`src/rtl/core/tocc_pkg.sv`:
```
// Shared types and constants for the timed output channel controller.
// Depends on nothing; every other file of the block imports it.
package tocc_pkg;

  localparam int CHANNELS    = 4;
  localparam int TIMER_BITS  = 26;
  localparam int RUN_DEFAULT = 0;
  localparam int SEC_W       = 16;
  localparam int TPS_W       = 10;
  localparam int CFG_IDX_W   = 2;
  localparam int CFG_DATA_W  = 10;
  localparam int PROD_W      = SEC_W + TPS_W;
  // one spare bit so that saturation of a sum or product can be seen
  localparam int CALC_W      = ((PROD_W > TIMER_BITS) ? PROD_W : TIMER_BITS) + 1;
  localparam logic [TPS_W-1:0] TPS_RESET = TPS_W'(1000);

  localparam logic [CFG_IDX_W-1:0] REG_POLARITY = CFG_IDX_W'(0);
  localparam logic [CFG_IDX_W-1:0] REG_TPS      = CFG_IDX_W'(1);

  typedef enum logic [2:0] {
    OP_CMD     = 3'd0,
    OP_TICK    = 3'd1,
    OP_HB_ODD  = 3'd2,
    OP_HB_EVEN = 3'd3,
    OP_SHORT   = 3'd4,
    OP_LONG    = 3'd5
  } op_t;

  typedef enum logic [4:0] {
    CMD_STATUS         = 5'd0,
    CMD_ON             = 5'd1,
    CMD_OFF            = 5'd2,
    CMD_TOGGLE         = 5'd3,
    CMD_ON_LOCKED      = 5'd4,
    CMD_OFF_LOCKED     = 5'd5,
    CMD_LOCK           = 5'd6,
    CMD_UNLOCK         = 5'd7,
    CMD_ON_DELAYED     = 5'd8,
    CMD_OFF_DELAYED    = 5'd9,
    CMD_TOGGLE_DELAYED = 5'd10,
    CMD_ON_TIMED       = 5'd11,
    CMD_OFF_TIMED      = 5'd12,
    CMD_TOGGLE_TIMED   = 5'd13,
    CMD_LOCK_TIMED     = 5'd14,
    CMD_TIMER_ADD      = 5'd15,
    CMD_TIMER_SET      = 5'd16,
    CMD_TIMER_ABORT    = 5'd17,
    CMD_BLINK          = 5'd18,
    CMD_BLINK_TIMED    = 5'd19,
    CMD_SET_DEFAULT    = 5'd20
  } cmd_t;

  typedef enum logic [3:0] {
    PA_NONE           = 4'd0,
    PA_ON_DELAYED     = 4'd1,
    PA_OFF_DELAYED    = 4'd2,
    PA_TOGGLE_DELAYED = 4'd3,
    PA_ON_TIMED       = 4'd4,
    PA_OFF_TIMED      = 4'd5,
    PA_TOGGLE_TIMED   = 4'd6,
    PA_LOCK_TIMED     = 4'd7,
    PA_BLINK          = 4'd8,
    PA_BLINK_TIMED    = 4'd9
  } pa_t;

  // decoded request as seen by every channel
  typedef struct packed {
    op_t              op;
    logic             sel;
    cmd_t             code;
    logic [SEC_W-1:0] sec;
    logic             wr;
    logic             autor;
    logic [TPS_W-1:0] tps;
  } chan_req_t;

  typedef struct packed {
    logic             on_q;
    logic             on_next;
    logic             rsp_valid;
    logic [SEC_W-1:0] rsp;
    logic             err;
  } chan_res_t;

endpackage

```
`src/rtl/core/tocc_chan.sv`:
```
// One output channel: state, lock, pending action, tick timer, blink default.
// Next state is formed from the request held in the input register.
// Depends on tocc_pkg.
module tocc_chan import tocc_pkg::*; (
  input  logic      clk,
  input  logic      rst,
  input  logic      step,
  input  chan_req_t req,
  output chan_res_t res
);

  localparam logic [TIMER_BITS-1:0] TMAX = '1;

  logic                  on, on_next;
  pa_t                   pa, pa_next;
  logic                  lk, lk_next;
  logic                  armed, armed_next;
  logic [TIMER_BITS-1:0] tl, tl_next;
  logic [SEC_W-1:0]      bd, bd_next;

  cmd_t                  code_e;
  logic [SEC_W-1:0]      sec_e;
  logic [CALC_W-1:0]     prod, sum;
  logic [TIMER_BITS-1:0] sec_ticks, add_ticks, tl_dec;
  logic                  rsp_valid, err;
  logic [SEC_W-1:0]      rsp;

  // press requests map onto toggle and blink
  always_comb begin
    code_e = req.code;
    sec_e  = req.sec;
    if (req.op == OP_SHORT) begin
      code_e = CMD_TOGGLE;
      sec_e  = '0;
    end else if (req.op == OP_LONG) begin
      code_e = (bd != '0) ? CMD_BLINK_TIMED : CMD_BLINK;
      sec_e  = bd;
    end
  end

  assign prod      = CALC_W'(sec_e) * CALC_W'(req.tps);
  assign sec_ticks = (prod > CALC_W'(TMAX)) ? TMAX : prod[TIMER_BITS-1:0];
  assign sum       = CALC_W'(tl) + CALC_W'(sec_ticks);
  assign add_ticks = (sum > CALC_W'(TMAX)) ? TMAX : sum[TIMER_BITS-1:0];
  assign tl_dec    = (tl != '0) ? tl - TIMER_BITS'(1) : tl;

  always_comb begin
    on_next    = on;
    pa_next    = pa;
    lk_next    = lk;
    armed_next = armed;
    tl_next    = tl;
    bd_next    = bd;
    rsp        = '0;
    rsp_valid  = 1'b0;
    err        = 1'b0;
    case (req.op)
      OP_CMD, OP_SHORT, OP_LONG: begin
        if (req.sel) begin
          case (code_e)
            CMD_STATUS: begin
              rsp       = SEC_W'(on);
              rsp_valid = 1'b1;
            end
            CMD_ON, CMD_OFF: begin
              if (!lk) begin
                pa_next = PA_NONE;
                on_next = (code_e == CMD_ON);
              end
            end
            CMD_TOGGLE: begin
              if (!lk) begin
                pa_next = PA_NONE;
                on_next = !on;
              end
            end
            CMD_ON_LOCKED, CMD_OFF_LOCKED: begin
              if (!lk) begin
                pa_next = PA_NONE;
                lk_next = 1'b1;
                on_next = (code_e == CMD_ON_LOCKED);
              end
            end
            CMD_LOCK:   lk_next = 1'b1;
            CMD_UNLOCK: lk_next = 1'b0;
            CMD_ON_DELAYED, CMD_OFF_DELAYED: begin
              if (!lk) begin
                pa_next    = (code_e == CMD_ON_DELAYED) ? PA_ON_DELAYED : PA_OFF_DELAYED;
                armed_next = 1'b1;
                tl_next    = sec_ticks;
              end
            end
            CMD_TOGGLE_DELAYED: begin
              if (!lk) begin
                pa_next    = PA_TOGGLE_DELAYED;
                armed_next = 1'b1;
                tl_next    = sec_ticks;
                lk_next    = 1'b1;
              end
            end
            CMD_ON_TIMED, CMD_OFF_TIMED: begin
              if (!lk) begin
                pa_next    = (code_e == CMD_ON_TIMED) ? PA_ON_TIMED : PA_OFF_TIMED;
                armed_next = 1'b1;
                tl_next    = sec_ticks;
                on_next    = (code_e == CMD_ON_TIMED);
              end
            end
            CMD_TOGGLE_TIMED: begin
              if (!lk) begin
                pa_next    = PA_TOGGLE_TIMED;
                armed_next = 1'b1;
                tl_next    = sec_ticks;
                lk_next    = 1'b1;
                on_next    = 1'b1;
              end
            end
            CMD_LOCK_TIMED: begin
              if (!lk && armed) begin
                lk_next = 1'b1;
                pa_next = PA_LOCK_TIMED;
              end
            end
            CMD_TIMER_ADD: begin
              if (armed) tl_next = add_ticks;
            end
            CMD_TIMER_SET: begin
              armed_next = 1'b1;
              tl_next    = sec_ticks;
            end
            CMD_TIMER_ABORT: begin
              pa_next    = PA_NONE;
              armed_next = 1'b0;
              tl_next    = '0;
            end
            CMD_BLINK: begin
              if (!lk) begin
                pa_next = PA_BLINK;
                on_next = !on;
              end
            end
            CMD_BLINK_TIMED: begin
              if (!lk) begin
                pa_next    = PA_BLINK_TIMED;
                armed_next = 1'b1;
                tl_next    = sec_ticks;
                on_next    = !on;
              end
            end
            CMD_SET_DEFAULT: begin
              bd_next   = req.wr ? req.sec : bd;
              rsp       = req.wr ? req.sec : bd;
              rsp_valid = 1'b1;
            end
            default: err = (req.op == OP_CMD);
          endcase
          if (req.op == OP_CMD && req.autor) begin
            rsp       = SEC_W'(on_next);
            rsp_valid = 1'b1;
          end
        end
      end
      OP_TICK: begin
        if (armed) begin
          tl_next = tl_dec;
          // expiry; with no timed action the timer stays armed at zero
          if (tl_dec == '0) begin
            case (pa)
              PA_ON_DELAYED, PA_OFF_TIMED: begin
                on_next    = 1'b1;
                pa_next    = PA_NONE;
                armed_next = 1'b0;
              end
              PA_OFF_DELAYED, PA_ON_TIMED, PA_BLINK_TIMED: begin
                on_next    = 1'b0;
                pa_next    = PA_NONE;
                armed_next = 1'b0;
              end
              PA_TOGGLE_DELAYED, PA_TOGGLE_TIMED: begin
                on_next    = !on;
                pa_next    = PA_NONE;
                armed_next = 1'b0;
                lk_next    = 1'b0;
              end
              PA_LOCK_TIMED: begin
                pa_next    = PA_NONE;
                armed_next = 1'b0;
                lk_next    = 1'b0;
              end
              default: ;
            endcase
          end
        end
      end
      OP_HB_ODD, OP_HB_EVEN: begin
        if (pa == PA_BLINK || pa == PA_BLINK_TIMED) on_next = (req.op == OP_HB_ODD);
      end
      default: ;
    endcase
  end

  always_ff @(posedge clk) begin
    if (rst) begin
      on    <= 1'b0;
      pa    <= PA_NONE;
      lk    <= 1'b0;
      armed <= 1'b0;
      tl    <= '0;
      bd    <= SEC_W'(RUN_DEFAULT);
    end else if (step) begin
      on    <= on_next;
      pa    <= pa_next;
      lk    <= lk_next;
      armed <= armed_next;
      tl    <= tl_next;
      bd    <= bd_next;
    end
  end

  assign res.on_q      = on;
  assign res.on_next   = on_next;
  assign res.rsp_valid = rsp_valid;
  assign res.rsp       = rsp;
  assign res.err       = err;

endmodule

```
`config.mk`:
```
export PLATFORM = sky130hd
export DESIGN_NAME = tocc_chan
export DESIGN_NICKNAME = d
export VERILOG_FILES = /design/src/rtl/core/tocc_pkg.sv /design/src/rtl/core/tocc_chan.sv
export SDC_FILE = /design/constraint.sdc
export NUM_CORES = 1
export LEC_CHECK = 0
export BUFFER_PORTS_ARGS = -buffer_cell sky130_fd_sc_hd__clkbuf_2
export CAP_MARGIN = 20
export CORE_MARGIN = 3
export CORE_UTILIZATION = 50
export DETAILED_ROUTE_END_ITERATION = 8
export PLACE_DENSITY = 0.76
export SYNTH_ARGS = -nofsm -noshare
export SYNTH_HDL_FRONTEND = slang
export SYNTH_SLANG_ARGS = --single-unit
```
`constraint.sdc`:
```
create_clock -name clk -period 19.7 [get_ports clk]
set_input_delay 0.985 -clock clk [delete_from_list [all_inputs] [get_ports clk]]
set_output_delay 0.985 -clock clk [all_outputs]
set_load 0.03 [all_outputs]
```
; Word level (Yosys, flattened, before mapping)
; Index checks and enable logic that the tools add are counted.
[word_totals]
inputBits = 40
reg_bits = 49
word_cells = 165
out_inout_bits = 20
[classes]
n_mul = 1
muxes = 68
n_reduce_logical = 33
order_cmp = 2
eq_ne = 53
n_addsub = 2
[op_table]
columns = cell, count
row1 = 26-bit two-way mux, 7
row2 = 26-bit one-hot mux with 4 select lines, 1
row3 = 16-bit two-way mux, 6
row4 = 26-bit one-hot mux with 2 select lines, 1
row5 = 4-bit two-way mux, 12
row6 = 5-bit by 4-bit equality test with 1-bit output (second input constant), 8
row7 = 4-bit one-hot mux with 9 select lines, 1
row8 = 16-bit one-hot mux with 2 select lines, 1
row9 = 3-bit != test (second input constant), 10
row10 = 1-bit two-way mux, 28
row11 = 26-bit by 26-bit adder with 27-bit output, 1
row12 = 27-bit by 26-bit greater-than comparator with 1-bit output (second input constant), 1
row13 = 26-bit greater-than comparator (second input constant), 1
row14 = 26-bit logical NOT, 1
row15 = 16-bit by 10-bit multiplier with 26-bit output, 1
row16 = 26-bit nonzero test, 1
row17 = 26-bit by 1-bit subtractor with 26-bit output (second input constant), 1
row18 = 5-bit equality test (second input constant), 5
row19 = 21-bit OR reduction, 1
row20 = 5-bit by 3-bit equality test with 1-bit output (second input constant), 4
row21 = 4-bit by 3-bit equality test with 1-bit output (second input constant), 4
row22 = 16-bit nonzero test, 1
row23 = 2-bit OR reduction, 8
row24 = 15-bit AND reduction, 1
row25 = 32 further kinds, 53

; Longest topological paths before layout
[depth]
word_depth = 13
mapped_depth = 36
ltp_nobuf = 32

; Least setup slack after synthesis
; Ideal clock, no wire load.
[synth_path]
path_kind = input to register
from = in req[35] (netlist bit)
to = reg tl[18]
setup_time_ns = 0.122
slack_ns = 10.737
path_buffers = 4
t_arrival_ns = 8.840
stages = 35
t_required_ns = 19.578
cell_sequence = nand2b_1 > clkbuf_1 > buf_1 > nand2_1 > o21ai_1 > nand2_1 > fa_1 > inv_1 > fa_1 > inv_1 > fa_1 > inv_1 > fa_1 > inv_1 > fa_1 > inv_1 > ha_1 > clkbuf_1 > nand4_1 > or3_1 > a31oi_1 > and2_1 > a21oi_1 > xnor2_1 > ha_1 > a21oi_1 > nor2b_1 > o21a_1 > o41ai_1 > o21ai_1 > a31oi_1 > nor2_1 > clkbuf_1 > o31ai_1 > a21oi_1
[synth_via]
elab_chain_len = 13
elab_cells_between_ends = 38
cone_classes = 1 x add/sub / 1 x mul / 2 x order compare / 18 x eq/ne / 11 x mux / 5 x reduce/logical
[synth_rtl]
columns = item, line
row1 = "start, declared", tocc_chan.sv:8  ; input chan_req_t req,
row2 = 3-bit equality test, "tocc_chan.sv:35, tocc_chan.sv:57"
row3 = 16-bit two-way mux, tocc_chan.sv:35  ; end else if (req.op == OP_LONG) begin
row4 = 16-bit two-way mux, tocc_chan.sv:32  ; if (req.op == OP_SHORT) begin
row5 = 16-bit by 10-bit multiplier with 26-bit output, tocc_chan.sv:41  ; assign prod = CALC_W'(sec_e) * CALC_W'(req.tps);
row6 = 26-bit greater-than comparator, tocc_chan.sv:42  ; assign sec_ticks = (prod > CALC_W'(TMAX)) ? TMAX : prod[TIMER_BITS-1:0];
row7 = 26-bit two-way mux, tocc_chan.sv:42
row8 = 26-bit by 26-bit adder with 27-bit output, tocc_chan.sv:43  ; assign sum = CALC_W'(tl) + CALC_W'(sec_ticks);
row9 = 27-bit by 26-bit greater-than comparator with 1-bit output, tocc_chan.sv:44  ; assign add_ticks = (sum > CALC_W'(TMAX)) ? TMAX : sum[TIMER_BITS-1:0];
row10 = 26-bit two-way mux, tocc_chan.sv:44
row11 = 26-bit two-way mux, tocc_chan.sv:125  ; if (armed) tl_next = add_ticks;
row12 = 26-bit one-hot mux with 4 select lines, tocc_chan.sv:60  ; case (code_e)
row13 = 26-bit two-way mux, tocc_chan.sv:59  ; if (req.sel) begin
row14 = 26-bit one-hot mux with 2 select lines, tocc_chan.sv:57  ; case (req.op)
row15 = "end signal, assigned", tocc_chan.sv:215  ; tl <= tl_next;
row16 = "end, declared", tocc_chan.sv:18  ; logic [TIMER_BITS-1:0] tl, tl_next;
; Parallel ways exist; a longest one is shown, timed or not. The select of a mux whose other input is x is not followed.
; A chain may end at the register's enable or synchronous reset.

; Final worst setup path
; Ends and elaborated chain as after synthesis.

==> out/metrics.yaml <==
run_status:
  run_status: "complete, no violations"
cts:
  h-tree-depth: 2
  tritoncts.num_buffers: 5
  cts.sinks: 49
  clock_insertion_delay_worst_skew_ns: 0.31
  clock_path_buffers: 2
  cts_tree: "done"
  post_cts.repair.setup_buffers: 0
  cts_resized: 0
  cts_hold_buf: 0
  root_buffer: "sky130_fd_sc_hd__clkbuf_16"
  clk_transition_reported_paths_ns: 0.08
critical_path:
  worst_setup_path_startpoint: "req[35]"
  cpLargestDelayFamily: "adder cells"
  critPathKind: "input port to flip-flop"
  regToRegStartpoint: "bd[6]$_SDFFE_PP0P_"
  cp_max_fo: 40
  crit_path_max_incr_delay_ns: 0.67
  startpoint_kind_of_the_worst_setup_timing_path: "input port"
  timing.critical_path.arrival_ns: 10.14
  endpoint_kind: "flip-flop"
  worst-path-buf-inv: 7
  critical_path.slowest_cell: "sky130_fd_sc_hd__a31oi_1"
  crit_path_required_time_ns: 19.90
floorplan:
  design.die.area_sq_um: 23600
  initial_core_utilization_pct: 51.5
  fp-row-count: 53
  io_pins: 60
  coreArea_sq_um: 21200
  die_width_um: 154
  die_height_um: 154
power:
  switchingPower_mw: 1.08
  p_per_area_nw_per_um2: 165
  p_sw_share_pct: 57.3
  leakage_nw: 5.32
  seq_power_share_pct: 7.1
  p_int_uw: 807
  vdd.ir_drop.worst_v: 0.000115
  part_of_the_power_in_combinational_logic_pct: 87.2
  clockPowerShare_pct: 5.7
synth:
  synth_top_family_by_area: "adder cells"
  yosys.cell_types.count: 78
  muxShareOfSynthArea_pct: 2.04
  syn-cell-area_sq_um: 10900
  synth.ff_latch_count: 49
  synth_enable_flop_cells: 0
  synth.yosys.warnings: 0
  seq_total_area_yosys_pct: 8.98
  synth_fp_nets: 1701
  synth_simple_gate_area_share_pct: 24.1
  synth-compound-area-share_pct: 22.6
  synth.avg_cell_area_sq_um: 7.48
  xor_xnor_fraction_of_synth_area_pct: 3.77
  asr_flop_ratio_synth_pct: 0
  yosys_most_used_dff: "sky130_fd_sc_hd__dfxtp_1"
  synth_cells: 1459
  synth_fa_ha_area_share_pct: 30.8
sta:
  timing.final.max_slew_violations: 0
  finalSetupTns_ns: 0
  period_minus_slack_ns: 9.94
  upper_clock_frequency_limit_mhz: 101
  worst_slew_pin_slew_ns: 1.06
  timing.final.crit_share_pct: 50.5
  finalHoldViolCount: 0
  grt_setup_unrepaired: "no"
  timing.clock.skew_ns: 0.0137
  final.setup.worst_slack_ns: 9.76
  final-setup-viol-count: 0
  max_slew_margin_pct: 29.1
placement:
  dpl_cell_area_sq_um: 11300
  port-buffer-count: 59
  placement.setup.worst_slack_ns: 9.58
  gp_congestion: 0.980
  place_hpwl_um: 24200
grt:
  antenna_found_initial: 0
  grt_first_pass_wirelength_um: 51000
  grt_max_degree: 54
  grt_use_total_pct: 25.5
  grt_residual_overflow: 0
  first_global_vias: 10300
final_layout:
  design_area_sq_um: 11500
  layout-drive-gt1-share_pct: 6.22
  layout-area-overhead-vs-synth_pct: 5.06
  final_common_cell: "sky130_fd_sc_hd__nand2_1"
  most_frequent_cells_in_the_layout: "sky130_fd_sc_hd__nand2_1 (205), sky130_fd_sc_hd__inv_1 (143), sky130_fd_sc_hd__a21oi_1 (114)"
  finalNetCount: 1704
  final_core_utilization_pct: 54.1
  layout.filler_cells: 2009
  antenna-diode-count: 0
detailed_routing:
  via_count: 10700
  dr.first_iter.drc_count: 878
  ant_nets: 0
  firstDrtPassIters: 6
  post_drt_via_cell_ratio: 6.17
  post_drt_wl_per_cell_um: 17.5
  drc_violations_left: 0
  drt_wl_total_um: 30500
worst_hold_path:
  critical_hold_path_startpoint: "bd[5]$_SDFFE_PP0P_"
  hold_path.class: "flip-flop to flip-flop"
job:
  drv_cap: 0
cell families (layout without fill, tap and decap cells):
kind of cell,count (synthesis),after routing
mux,22,22
flops,49,49
xor+xnor,47,47
simple gates,536,536
fa+ha+maj,202,202
buf+inv,212,216
compound gates,391,391
stage by stage:
step	std cells	power (mW)	hold WS [ns]
3_5_place_dp	1730	1.75	0.487
2_1_floorplan	1459	1.37	0.462
5_1_grt	1738	2.07	0.518
4_1_cts	1738	1.86	0.497
3_3_place_gp	1730	1.75	0.476
6_report	1738	1.89	0.495
path summary, 6_finish.rpt:
| path | end | slack (ns) | depth (start not counted) |
|---|---|---|---|
| hold reg to reg | bd[5]$_SDFFE_PP0P_ | 0.50 | 2 |
| setup / recovery | tl[18]$_SDFFE_PP0P_ | 9.76 | 32 |
| hold / removal | bd[5]$_SDFFE_PP0P_ | 0.50 | 2 |
| setup reg to reg | tl[18]$_SDFFE_PP0P_ | 10.67 | 30 |
routing by layer:
metal  GRT usage, %  share of wire [%]  routed length (um)  up-vias
met3           3.12                6.8                2070       70
met5              0                  0                   0        -
met2           43.1                 48               14600      489
met1           34.4                 43               13000     5108
met4           7.28                2.7                 810        0
li1               -                  -                   -     5065
power by group through the flow:
| stage | clock network [mW] | logic (mW) | registers, mW |
|---|---|---|---|
| CTS | 0.108 | 1.62 | 0.133 |
| detailed placement | 0 | 1.61 | 0.136 |
| finish | 0.107 | 1.65 | 0.135 |
| global route | 0.111 | 1.82 | 0.136 |
| floorplan | 0 | 1.25 | 0.127 |
| global placement | 0 | 1.61 | 0.136 |
layout make-up:
type	count	area (sq um)	share of cell area (%)
clock buffers	5	125	1.09
clock inverters	3	50.0	0.436
inverters	143	537	4.68
multi-input cells	1198	9100	79.3
flip-flops and latches	49	981	8.55
well taps	275	344	3.00
repair buffers	65	340	2.97
tightest hold or removal path, cell delays in order, from the launching register on:
cell,delay [ns]
sky130_fd_sc_hd__dfxtp_1,0.34
sky130_fd_sc_hd__nand2_1,0.06
sky130_fd_sc_hd__a21oi_1,0.05
sequential cells by signal, summed over array words and instances, names as in the netlist:
| signal | cells |
|---|---|
| tl | 26 |
| bd | 16 |
| pa | 4 |
| armed | 1 |
| lk | 1 |
| on | 1 |
synthesized netlist by cell type (all sizes together) (4+ instances only):
library cell	instances	area [sq um]
nor2b	14	87.6
nand3	27	135
a22oi	8	60.1
a221oi	6	52.6
nor4	14	115
o2111ai	7	61.3
fa	111	2220
nor2	97	364
a311oi	6	52.6
a31oi	26	163
o31ai	11	82.6
mux2i	20	200
a21boi	7	52.6
a41oi	6	52.6
nand4b	5	43.8
a21oi	114	571
or3	12	75.1
and2	82	514
o32ai	5	43.8
nand3b	4	30.0
dfxtp	49	981
ha	91	1140
buf	12	72.6
inv	143	537
or2	6	37.5
and3	9	57.6
clkbuf	57	234
o21ai	92	460
nor3	25	130
o22ai	8	50.1
nand2b	11	68.8
o211ai	12	95.1
a211oi	15	113
nand2	205	769
o21a	13	97.6
o31a	4	35.0
xnor2	32	280
xor2	15	131
nand4	13	103
o21bai	4	30.0
a21o	24	180
and4	4	35.0
(Power assumes the default switching activity.)
